## src/design/ifr_pkg.sv

```systemverilog
// ----------------------------------------------------------------------------
// Image fragment reassembler package
// Shared constants, item types and the pixel packing function.
// ----------------------------------------------------------------------------
package ifr_pkg;

  localparam int FB_BYTES            = 16384;
  localparam int MAX_FRAGMENTS       = 32;
  localparam int PACKED_PER_FRAGMENT = 2044;
  localparam int HDR_LEN             = 8;

  localparam int PTR_W  = 17;
  localparam int SEQ_W  = 5;
  localparam int CNT_W  = 6;
  localparam int FILL_W = 4;

  typedef enum logic [1:0] {
    CMD_BEGIN = 2'd0,
    CMD_DATA  = 2'd1,
    CMD_END   = 2'd2,
    CMD_RESET = 2'd3
  } cmd_t;

  typedef struct packed {
    logic [1:0] cmd;
    logic [7:0] data_byte;
  } in_item_t;

  typedef struct packed {
    logic        fb_write;
    logic [15:0] fb_addr;
    logic [7:0]  fb_data;
    logic        fragment_ok;
    logic        image_complete;
    logic [31:0] current_image;
    logic        missing_known;
    logic [15:0] missing_count;
    logic [31:0] received_mask;
  } out_item_t;

  typedef struct packed {
    logic     valid;
    in_item_t item;
  } step_t;

  // Four 2-bit pixels become four 1-bit pixels; a level of 2 or more is white.
  function automatic logic [3:0] pack_nibble(input logic [7:0] b);
    logic [3:0] nib;
    nib = 4'd0;
    for (int k = 0; k < 4; k++) begin
      nib[3 - k] = b[7 - 2 * k];
    end
    return nib;
  endfunction

endpackage

```

## src/design/ifr_in_if.sv

```systemverilog
// ----------------------------------------------------------------------------
// Fragment event channel
// Valid/ready channel that carries one fragment event per item.
// ----------------------------------------------------------------------------
interface ifr_in_if;
  logic       valid;
  logic       ready;
  logic [1:0] cmd;
  logic [7:0] data_byte;

  modport source (output valid, output cmd, output data_byte, input ready);
  modport sink (input valid, input cmd, input data_byte, output ready);
endinterface

```

## src/design/ifr_out_if.sv

```systemverilog
// ----------------------------------------------------------------------------
// Reassembly result channel
// Valid/ready channel that carries one result item per fragment event.
// ----------------------------------------------------------------------------
interface ifr_out_if;
  logic        valid;
  logic        ready;
  logic        fb_write;
  logic [15:0] fb_addr;
  logic [7:0]  fb_data;
  logic        fragment_ok;
  logic        image_complete;
  logic [31:0] current_image;
  logic        missing_known;
  logic [15:0] missing_count;
  logic [31:0] received_mask;

  modport source (
    output valid, output fb_write, output fb_addr, output fb_data,
    output fragment_ok, output image_complete, output current_image,
    output missing_known, output missing_count, output received_mask,
    input ready
  );
  modport sink (
    input valid, input fb_write, input fb_addr, input fb_data,
    input fragment_ok, input image_complete, input current_image,
    input missing_known, input missing_count, input received_mask,
    output ready
  );
endinterface

```

## src/design/ifr_in_stage.sv

```systemverilog
// ----------------------------------------------------------------------------
// Input register
// Holds one accepted event until the core consumes it.
// ----------------------------------------------------------------------------
module ifr_in_stage (
  input  logic              clk,
  input  logic              rst,
  input  logic              in_valid,
  output logic              in_ready,
  input  ifr_pkg::in_item_t in_item,
  input  logic              take,
  output ifr_pkg::step_t    held
);
  import ifr_pkg::*;

  logic     valid;
  in_item_t item;

  assign in_ready = !valid || take;
  assign held     = '{valid: valid, item: item};

  always_ff @(posedge clk) begin
    if (rst) begin
      valid <= 1'b0;
    end else if (in_ready) begin
      valid <= in_valid;
    end
    if (in_valid && in_ready) begin
      item <= in_item;
    end
  end

endmodule

```

## src/design/ifr_core.sv

```systemverilog
// ----------------------------------------------------------------------------
// Reassembly core
// Holds the tracking state and computes one result item per event.
// ----------------------------------------------------------------------------
module ifr_core (
  input  logic                clk,
  input  logic                rst,
  input  logic                step,
  input  ifr_pkg::in_item_t   item,
  output ifr_pkg::out_item_t  result
);
  import ifr_pkg::*;

  logic [31:0]       image_id, image_id_next;
  logic [15:0]       expected_total, expected_total_next;
  logic [31:0]       seen_mask, seen_mask_next;
  logic [CNT_W-1:0]  seen_count, seen_count_next;
  logic [7:0]        header_store [HDR_LEN];
  logic [FILL_W-1:0] header_fill, header_fill_next;
  logic [SEQ_W-1:0]  fragment_seq, fragment_seq_next;
  logic              fragment_good, fragment_good_next;
  logic [PTR_W-1:0]  write_pointer, write_pointer_next;
  logic [7:0]        held_byte, held_byte_next;
  logic              held_present, held_present_next;

  logic        header_wr;
  logic [31:0] hdr_id;
  logic [15:0] hdr_seq;
  logic [15:0] hdr_total;
  logic [31:0] seq_bit;
  logic [15:0] count_wide;

  assign hdr_id    = {header_store[0], header_store[1], header_store[2], header_store[3]};
  assign hdr_seq   = {header_store[4], header_store[5]};
  assign hdr_total = {header_store[6], item.data_byte};
  assign seq_bit   = 32'd1 << fragment_seq;

  always_comb begin
    image_id_next       = image_id;
    expected_total_next = expected_total;
    seen_mask_next      = seen_mask;
    seen_count_next     = seen_count;
    header_fill_next    = header_fill;
    fragment_seq_next   = fragment_seq;
    fragment_good_next  = fragment_good;
    write_pointer_next  = write_pointer;
    held_byte_next      = held_byte;
    held_present_next   = held_present;
    header_wr           = 1'b0;
    result              = '0;

    case (cmd_t'(item.cmd))
      CMD_BEGIN: begin
        header_fill_next   = '0;
        fragment_good_next = 1'b0;
        held_present_next  = 1'b0;
        write_pointer_next = '0;
      end
      CMD_DATA: begin
        if (header_fill < FILL_W'(HDR_LEN)) begin
          header_wr        = 1'b1;
          header_fill_next = header_fill + 1'b1;
          if (header_fill == FILL_W'(HDR_LEN - 1)) begin
            if (hdr_id < image_id) begin
              fragment_good_next = 1'b0;
            end else begin
              if (hdr_id > image_id) begin
                image_id_next       = hdr_id;
                expected_total_next = hdr_total;
                seen_mask_next      = '0;
                seen_count_next     = '0;
              end
              if (hdr_total > 16'(MAX_FRAGMENTS) || hdr_seq >= hdr_total) begin
                fragment_good_next = 1'b0;
              end else begin
                fragment_seq_next  = hdr_seq[SEQ_W-1:0];
                fragment_good_next = 1'b1;
                write_pointer_next = PTR_W'(PTR_W'(hdr_seq[SEQ_W-1:0]) *
                                            PTR_W'(PACKED_PER_FRAGMENT));
              end
            end
          end
        end else if (fragment_good) begin
          if (!held_present) begin
            held_byte_next    = item.data_byte;
            held_present_next = 1'b1;
          end else begin
            held_present_next = 1'b0;
            if (write_pointer < PTR_W'(FB_BYTES)) begin
              result.fb_write    = 1'b1;
              result.fb_addr     = write_pointer[15:0];
              result.fb_data     = {pack_nibble(held_byte), pack_nibble(item.data_byte)};
              write_pointer_next = write_pointer + 1'b1;
            end
          end
        end
      end
      CMD_END: begin
        if (fragment_good) begin
          result.fragment_ok = 1'b1;
          if ((seen_mask & seq_bit) == '0) begin
            seen_mask_next  = seen_mask | seq_bit;
            seen_count_next = seen_count + 1'b1;
          end
          result.image_complete = (expected_total != '0) &&
                                  (16'(seen_count_next) >= expected_total);
        end
      end
      CMD_RESET: begin
        image_id_next       = '0;
        expected_total_next = '0;
        seen_mask_next      = '0;
        seen_count_next     = '0;
        header_fill_next    = '0;
        fragment_good_next  = 1'b0;
        held_present_next   = 1'b0;
      end
      default: begin
      end
    endcase

    count_wide           = 16'(seen_count_next);
    result.current_image = image_id_next;
    result.received_mask = seen_mask_next;
    result.missing_known = (expected_total_next != '0);
    result.missing_count = (expected_total_next > count_wide) ?
                           (expected_total_next - count_wide) : 16'd0;
  end

  always_ff @(posedge clk) begin
    if (rst) begin
      image_id       <= '0;
      expected_total <= '0;
      seen_mask      <= '0;
      seen_count     <= '0;
      header_fill    <= '0;
      fragment_seq   <= '0;
      fragment_good  <= 1'b0;
      write_pointer  <= '0;
      held_byte      <= '0;
      held_present   <= 1'b0;
    end else if (step) begin
      image_id       <= image_id_next;
      expected_total <= expected_total_next;
      seen_mask      <= seen_mask_next;
      seen_count     <= seen_count_next;
      header_fill    <= header_fill_next;
      fragment_seq   <= fragment_seq_next;
      fragment_good  <= fragment_good_next;
      write_pointer  <= write_pointer_next;
      held_byte      <= held_byte_next;
      held_present   <= held_present_next;
    end
  end

  always_ff @(posedge clk) begin
    if (step && header_wr) begin
      header_store[header_fill[2:0]] <= item.data_byte;
    end
  end

endmodule

```

## src/design/ifr_out_stage.sv

```systemverilog
// ----------------------------------------------------------------------------
// Result register
// Holds one result item until the sink takes it.
// ----------------------------------------------------------------------------
module ifr_out_stage (
  input  logic               clk,
  input  logic               rst,
  input  logic               load,
  input  ifr_pkg::out_item_t result,
  output logic               free,
  output logic               out_valid,
  input  logic               out_ready,
  output ifr_pkg::out_item_t out_item
);
  import ifr_pkg::*;

  logic      valid;
  out_item_t data;

  assign free      = !valid || out_ready;
  assign out_valid = valid;
  assign out_item  = data;

  always_ff @(posedge clk) begin
    if (rst) begin
      valid <= 1'b0;
    end else if (free) begin
      valid <= load;
    end
    if (free && load) begin
      data <= result;
    end
  end

endmodule

```

## src/design/image_fragment_reassembler.sv

```systemverilog
// ----------------------------------------------------------------------------
// Image fragment reassembler
// Rebuilds a 1-bpp framebuffer image from a stream of fragment events.
// ----------------------------------------------------------------------------
// Every event gives exactly one result item, and one event is taken per clock
// cycle when the result side keeps up; an accepted event is held in the input
// register and its result in the result register. The rate is set by the update of
// the tracking state in the core, which sits between the two registers.
module image_fragment_reassembler (
  input logic         clk,
  input logic         rst,
  ifr_in_if.sink      in_ch,
  ifr_out_if.source   out_ch
);
  import ifr_pkg::*;

  in_item_t  in_item;
  step_t     held;
  out_item_t result;
  out_item_t out_item;
  logic      free;
  logic      step;

  assign in_item = '{cmd: in_ch.cmd, data_byte: in_ch.data_byte};
  assign step    = held.valid && free;

  ifr_in_stage u_in (
    .clk      (clk),
    .rst      (rst),
    .in_valid (in_ch.valid),
    .in_ready (in_ch.ready),
    .in_item  (in_item),
    .take     (step),
    .held     (held)
  );

  ifr_core u_core (
    .clk    (clk),
    .rst    (rst),
    .step   (step),
    .item   (held.item),
    .result (result)
  );

  ifr_out_stage u_out (
    .clk       (clk),
    .rst       (rst),
    .load      (step),
    .result    (result),
    .free      (free),
    .out_valid (out_ch.valid),
    .out_ready (out_ch.ready),
    .out_item  (out_item)
  );

  assign out_ch.fb_write       = out_item.fb_write;
  assign out_ch.fb_addr        = out_item.fb_addr;
  assign out_ch.fb_data        = out_item.fb_data;
  assign out_ch.fragment_ok    = out_item.fragment_ok;
  assign out_ch.image_complete = out_item.image_complete;
  assign out_ch.current_image  = out_item.current_image;
  assign out_ch.missing_known  = out_item.missing_known;
  assign out_ch.missing_count  = out_item.missing_count;
  assign out_ch.received_mask  = out_item.received_mask;

endmodule

```

## src/flat_wrapper.sv

```systemverilog
// flat-port wrapper written by rule: the top's interface ports become plain ports
module image_fragment_reassembler_flat import ifr_pkg::*;
  (clk, rst, in_ch_valid, in_ch_cmd, in_ch_data_byte, in_ch_ready, out_ch_valid, out_ch_fb_write, out_ch_fb_addr, out_ch_fb_data, out_ch_fragment_ok, out_ch_image_complete, out_ch_current_image, out_ch_missing_known, out_ch_missing_count, out_ch_received_mask, out_ch_ready);
  ifr_in_if in_ch_i ();
  ifr_out_if out_ch_i ();
  input logic clk;
  input logic rst;
  input wire logic [$bits(in_ch_i.valid)-1:0] in_ch_valid;
  input wire logic [$bits(in_ch_i.cmd)-1:0] in_ch_cmd;
  input wire logic [$bits(in_ch_i.data_byte)-1:0] in_ch_data_byte;
  output wire logic [$bits(in_ch_i.ready)-1:0] in_ch_ready;
  output wire logic [$bits(out_ch_i.valid)-1:0] out_ch_valid;
  output wire logic [$bits(out_ch_i.fb_write)-1:0] out_ch_fb_write;
  output wire logic [$bits(out_ch_i.fb_addr)-1:0] out_ch_fb_addr;
  output wire logic [$bits(out_ch_i.fb_data)-1:0] out_ch_fb_data;
  output wire logic [$bits(out_ch_i.fragment_ok)-1:0] out_ch_fragment_ok;
  output wire logic [$bits(out_ch_i.image_complete)-1:0] out_ch_image_complete;
  output wire logic [$bits(out_ch_i.current_image)-1:0] out_ch_current_image;
  output wire logic [$bits(out_ch_i.missing_known)-1:0] out_ch_missing_known;
  output wire logic [$bits(out_ch_i.missing_count)-1:0] out_ch_missing_count;
  output wire logic [$bits(out_ch_i.received_mask)-1:0] out_ch_received_mask;
  input wire logic [$bits(out_ch_i.ready)-1:0] out_ch_ready;
  assign in_ch_i.valid = in_ch_valid;
  assign in_ch_i.cmd = in_ch_cmd;
  assign in_ch_i.data_byte = in_ch_data_byte;
  assign in_ch_ready = in_ch_i.ready;
  assign out_ch_valid = out_ch_i.valid;
  assign out_ch_fb_write = out_ch_i.fb_write;
  assign out_ch_fb_addr = out_ch_i.fb_addr;
  assign out_ch_fb_data = out_ch_i.fb_data;
  assign out_ch_fragment_ok = out_ch_i.fragment_ok;
  assign out_ch_image_complete = out_ch_i.image_complete;
  assign out_ch_current_image = out_ch_i.current_image;
  assign out_ch_missing_known = out_ch_i.missing_known;
  assign out_ch_missing_count = out_ch_i.missing_count;
  assign out_ch_received_mask = out_ch_i.received_mask;
  assign out_ch_i.ready = out_ch_ready;
  image_fragment_reassembler u_core (.clk(clk), .rst(rst), .in_ch(in_ch_i), .out_ch(out_ch_i));
endmodule
```

## config.mk

```make
export PLATFORM = sky130hd
export DESIGN_NAME = image_fragment_reassembler_flat
export DESIGN_NICKNAME = d
export VERILOG_FILES = /design/src/design/ifr_pkg.sv /design/src/design/ifr_in_if.sv /design/src/design/ifr_out_if.sv /design/src/design/ifr_in_stage.sv /design/src/design/ifr_core.sv /design/src/design/ifr_out_stage.sv /design/src/design/image_fragment_reassembler.sv /design/src/flat_wrapper.sv
export SDC_FILE = /design/constraint.sdc
export NUM_CORES = 1
export LEC_CHECK = 0
export BUFFER_PORTS_ARGS = -buffer_cell sky130_fd_sc_hd__buf_2
export CAP_MARGIN = 10
export CORE_MARGIN = 2
export CORE_UTILIZATION = 60
export DETAILED_ROUTE_END_ITERATION = 10
export PLACE_DENSITY = 0.8
export SLEW_MARGIN = 25
export SYNTH_ARGS = -nofsm -noshare
export SYNTH_HDL_FRONTEND = slang
export SYNTH_SLANG_ARGS = --single-unit
```

## constraint.sdc

```tcl
create_clock -name clk -period 15.4 [get_ports clk]
set_input_delay 2.31 -clock clk [delete_from_list [all_inputs] [get_ports clk]]
set_output_delay 2.31 -clock clk [all_outputs]
set_load 0.03 [all_outputs]
```

==> results_dict.tcl <==
set metrics [dict create \
    status "complete, no violations" \
    cp.arrival_ns 6.27 \
    yosys_warnings 0 \
    combinationalPowerShare_pct 8.8 \
    drt-total-wl_um 35500 \
    synthArstFlopShare_pct 0 \
    rrSetupSlack_ns 9.41 \
    avgRoutedWirePerCell_um 18.4 \
    crit_chain "inv_1 > ha_1 > a21oi_1 > o21ai_1 > a2111o_1 > a2111oi_4 > o21ai_1 > buf_4 > nand2_1 > buf_4 > nor2_1 > a31oi_1 > fa_1 > nor2b_1 > o21ai_0 > a21oi_1 > o21ai_0 > nand2b_1 > o21ai_0 > o21ai_1 > nor4b_4 > nor3_1" \
    cts_buffers 31 \
    finalCritPeriodShare_pct 38.9 \
    synth_ff_type "edfxtp_1" \
    cts_hold_buf 0 \
    nNetsFinal 1693 \
    hpwl_um 23700 \
    min_to "u_core.u_core.seen_mask[23]" \
    worst_setup_path_end_kind "flop" \
    synth_edf_count 174 \
    post-cts-setup-buffers 0 \
    rsz0062_at_grt "no" \
    clk_latency_ns 0.56 \
    clockBufferDepth 3 \
    synthTopCellsByCount "edfxtp_1 (174), nor2_1 (162), nand2_1 (145)" \
    antenna_cells 0 \
    synth_area_leaders "edfxtp_1 (35%), dfxtp_1 (16%), ha_1 (7.4%), nor2_1 (4.1%), a21oi_1 (3.8%)" \
    seqPwrFrac_pct 49.5 \
    grt_remaining_overflow 0 \
    port_buffers 123 \
    fmax_mhz 167 \
    required_ns 15.67 \
    io_pins 124 \
    cts-resized-gates 0 \
    grt_max_degree 86 \
    grt_pass1_wl_um 57400 \
    leakage_nw 6.33 \
    antenna_found_initial 0 \
    path_buf_inv 3 \
    slew_viol_final 0 \
    cp_slowest_cell "nor4b_4" \
    worstMarginPinSlew_ns 1.02 \
    finalClockSkew_ns 0.0270 \
    cts_root_buf "clkbuf_16" \
    finalSetupTns_ns 0 \
    grt.busiest_layer "met2" \
    dieArea_um2 26000 \
    cts_num_sinks 294 \
    maxSlewHeadroom_pct 31.9 \
    finalSetupViolCount 0 \
    hold_class "flop to flop" \
    intPower_mw 1.34 \
    min_from "u_core.u_core.seen_mask[23]" \
    syn2layout_area_growth_pct 12.3 \
    timing.rr.end "u_core.u_out.out_item[41]" \
    grt_use_met3_pct 3.62 \
    grt.met1_usage_pct 36.6 \
    yosysTopAreaCell "edfxtp_1" \
    drive_gt1_share_pct 13.6 \
    cellPowerDensity_nw_per_um2 106 \
    routabilityCongestion 0.938 \
    cp-start-kind "flop" \
    crit_type "flop to flop" \
    seq_area_frac_synth_pct 51.4 \
    synth_seq_cells 294 \
    cts.htree.levels 1 \
    worstHoldPathCells 2 \
    reg2regPathDepth 22 \
    die_w_um 161 \
    cts_tree "done" \
    timing.rr.start "u_core.u_core.image_id[31]" \
    drc 0 \
    dr_total_vias 11700 \
    hold_viol 0 \
    ys_types 85 \
    grt_usage_pct 27.2 \
    cts.clk_slew.worst_paths_ns 0.06 \
    netlist_instances 1486 \
    die_h_um 161 \
    drtIter0Drc 1365 \
    fin_crit_ns 5.99 \
    clock_power_share_pct 41.7 \
    fp.coreArea_um2 24300 \
    irDropWorstVdd_mv 0.0695 \
    met2_usage_pct 45.6 \
    avgSynthCellArea_um2 9.98 \
    ant_nets 0 \
    critPathMaxStageDelay_ns 0.69 \
    swShare_pct 24.5 \
    grt_pass1_vias 11300 \
    p_switching_mw 0.434 \
    start_util_pct 61.0 \
    drt-pass1-iter-count 6 \
    placed_cell_area_um2 15600 \
    std_cell_rows 57 \
    crit_family "compound AO/OA/AOI/OAI gates" \
    final_area_um2 16600 \
    critPathMaxFanout 27 \
    yosysTopAreaCellShare_pct 35.2 \
    drv_cap 0 \
    viasPerCell 6.07 \
    syn-cell-area_um2 14800 \
    synth_most_common_cell "edfxtp_1" \
]
-- power by group through the flow --
stage	Sequential [mW]	Combinational [mW]	Clock [mW]
floorplan	0.919	0.0839	0
global placement	0.891	0.150	0
detailed placement	0.892	0.154	0
CTS	0.875	0.155	0.747
global route	0.878	0.170	0.780
finish	0.876	0.156	0.738
-- metal layers --
layer,vias to the layer above,wire (µm)
met5,-,0
met3,86,2670
met4,0,1080
met1,5566,14600
met2,507,17100
li1,5533,-
-- logic make-up (layout without fill, tap and decap cells) --
group           Yosys count  count (layout)  synth area share (%)
other cells               1               2                0.0253
mux                      15              15                  1.03
simple gates            555             555                  17.8
buf+inv                 179             295                  4.96
flops                   294             294                  51.4
compound gates          320             320                  14.4
xor+xnor                 22              22                  1.30
fa+ha+maj               100             100                  9.05
-- flip-flops by register name (all words and copies together), names as in the netlist, 6 cells and up --
signal / cells
u_core.u_core.write_pointer: 17
u_core.u_in.held: 10
u_core.u_core.expected_total: 16
u_core.u_core.seen_mask: 32
u_core.u_core.seen_count: 6
u_core.u_core.image_id: 32
u_core.u_out.out_item: 108
u_core.u_core.header_store: 56
-- layout make-up --
cell class	count	area [µm²]
clock buffer	36	815
clock inverter	21	193
fill	1835	7670
inverter	100	380
multi-input combinational	1014	6500
sequential	294	7630
tap	324	405
timing repair buffer	138	728
-- worst max path at each step --
stage / start / end / slack, ns / depth (start not counted)
2_1_floorplan: out_ch_ready / u_core.u_out.out_item[0] / 8.79 / 5
3_3_place_gp: u_core.u_core.image_id[31] / u_core.u_out.out_item[46] / 9.71 / 22
3_5_place_dp: u_core.u_core.image_id[31] / u_core.u_out.out_item[43] / 9.49 / 22
4_1_cts: u_core.u_core.image_id[31] / u_core.u_out.out_item[43] / 9.42 / 22
5_1_grt: u_core.u_core.image_id[31] / u_core.u_out.out_item[41] / 8.87 / 22
6_report: u_core.u_core.image_id[31] / u_core.u_out.out_item[41] / 9.41 / 22
-- stage by stage --
step	instances	power [mW]	hold WS, ns	utilization, %	setup slack (ns)
floorplan	1487	1.00	0.438	-	8.79
global placement	1870	1.04	0.457	64.3	9.71
detailed placement	1870	1.05	0.468	64.3	9.49
CTS	1927	1.78	0.476	68.4	9.42
global route	1927	1.83	0.509	68.5	8.87
finish	1927	1.77	0.483	68.5	9.41
-- cell usage in the layout, fill, tap and decap left out, drive strengths merged, types with 9 or more instances in the layout --
| cell type | synthesis | final |
|---|---|---|
| a21oi | 112 | 112 |
| a22oi | 9 | 9 |
| xnor2 | 14 | 14 |
| a211oi | 17 | 17 |
| and2 | 34 | 34 |
| a31oi | 23 | 23 |
| nand4 | 16 | 16 |
| fa | 12 | 12 |
| a311oi | 33 | 33 |
| dfxtp | 120 | 120 |
| nand3 | 81 | 81 |
| nor3 | 35 | 35 |
| inv | 99 | 100 |
| nand2b | 18 | 18 |
| nand2 | 145 | 145 |
| clkinv | 1 | 15 |
| nor4 | 9 | 9 |
| edfxtp | 174 | 174 |
| ha | 88 | 88 |
| clkbuf | 41 | 36 |
| o21ai | 51 | 51 |
| mux2i | 13 | 13 |
| nor2 | 164 | 164 |
| and3 | 12 | 12 |
| a21o | 12 | 12 |
| buf | 38 | 138 |
| nor2b | 14 | 14 |
-- tightest hold or removal path: stages (launching register included) --
cell     delay, ns
dfxtp_1       0.31
inv_1         0.07
a21oi_1       0.06
Note: power is estimated with default switching activity, not from simulation.
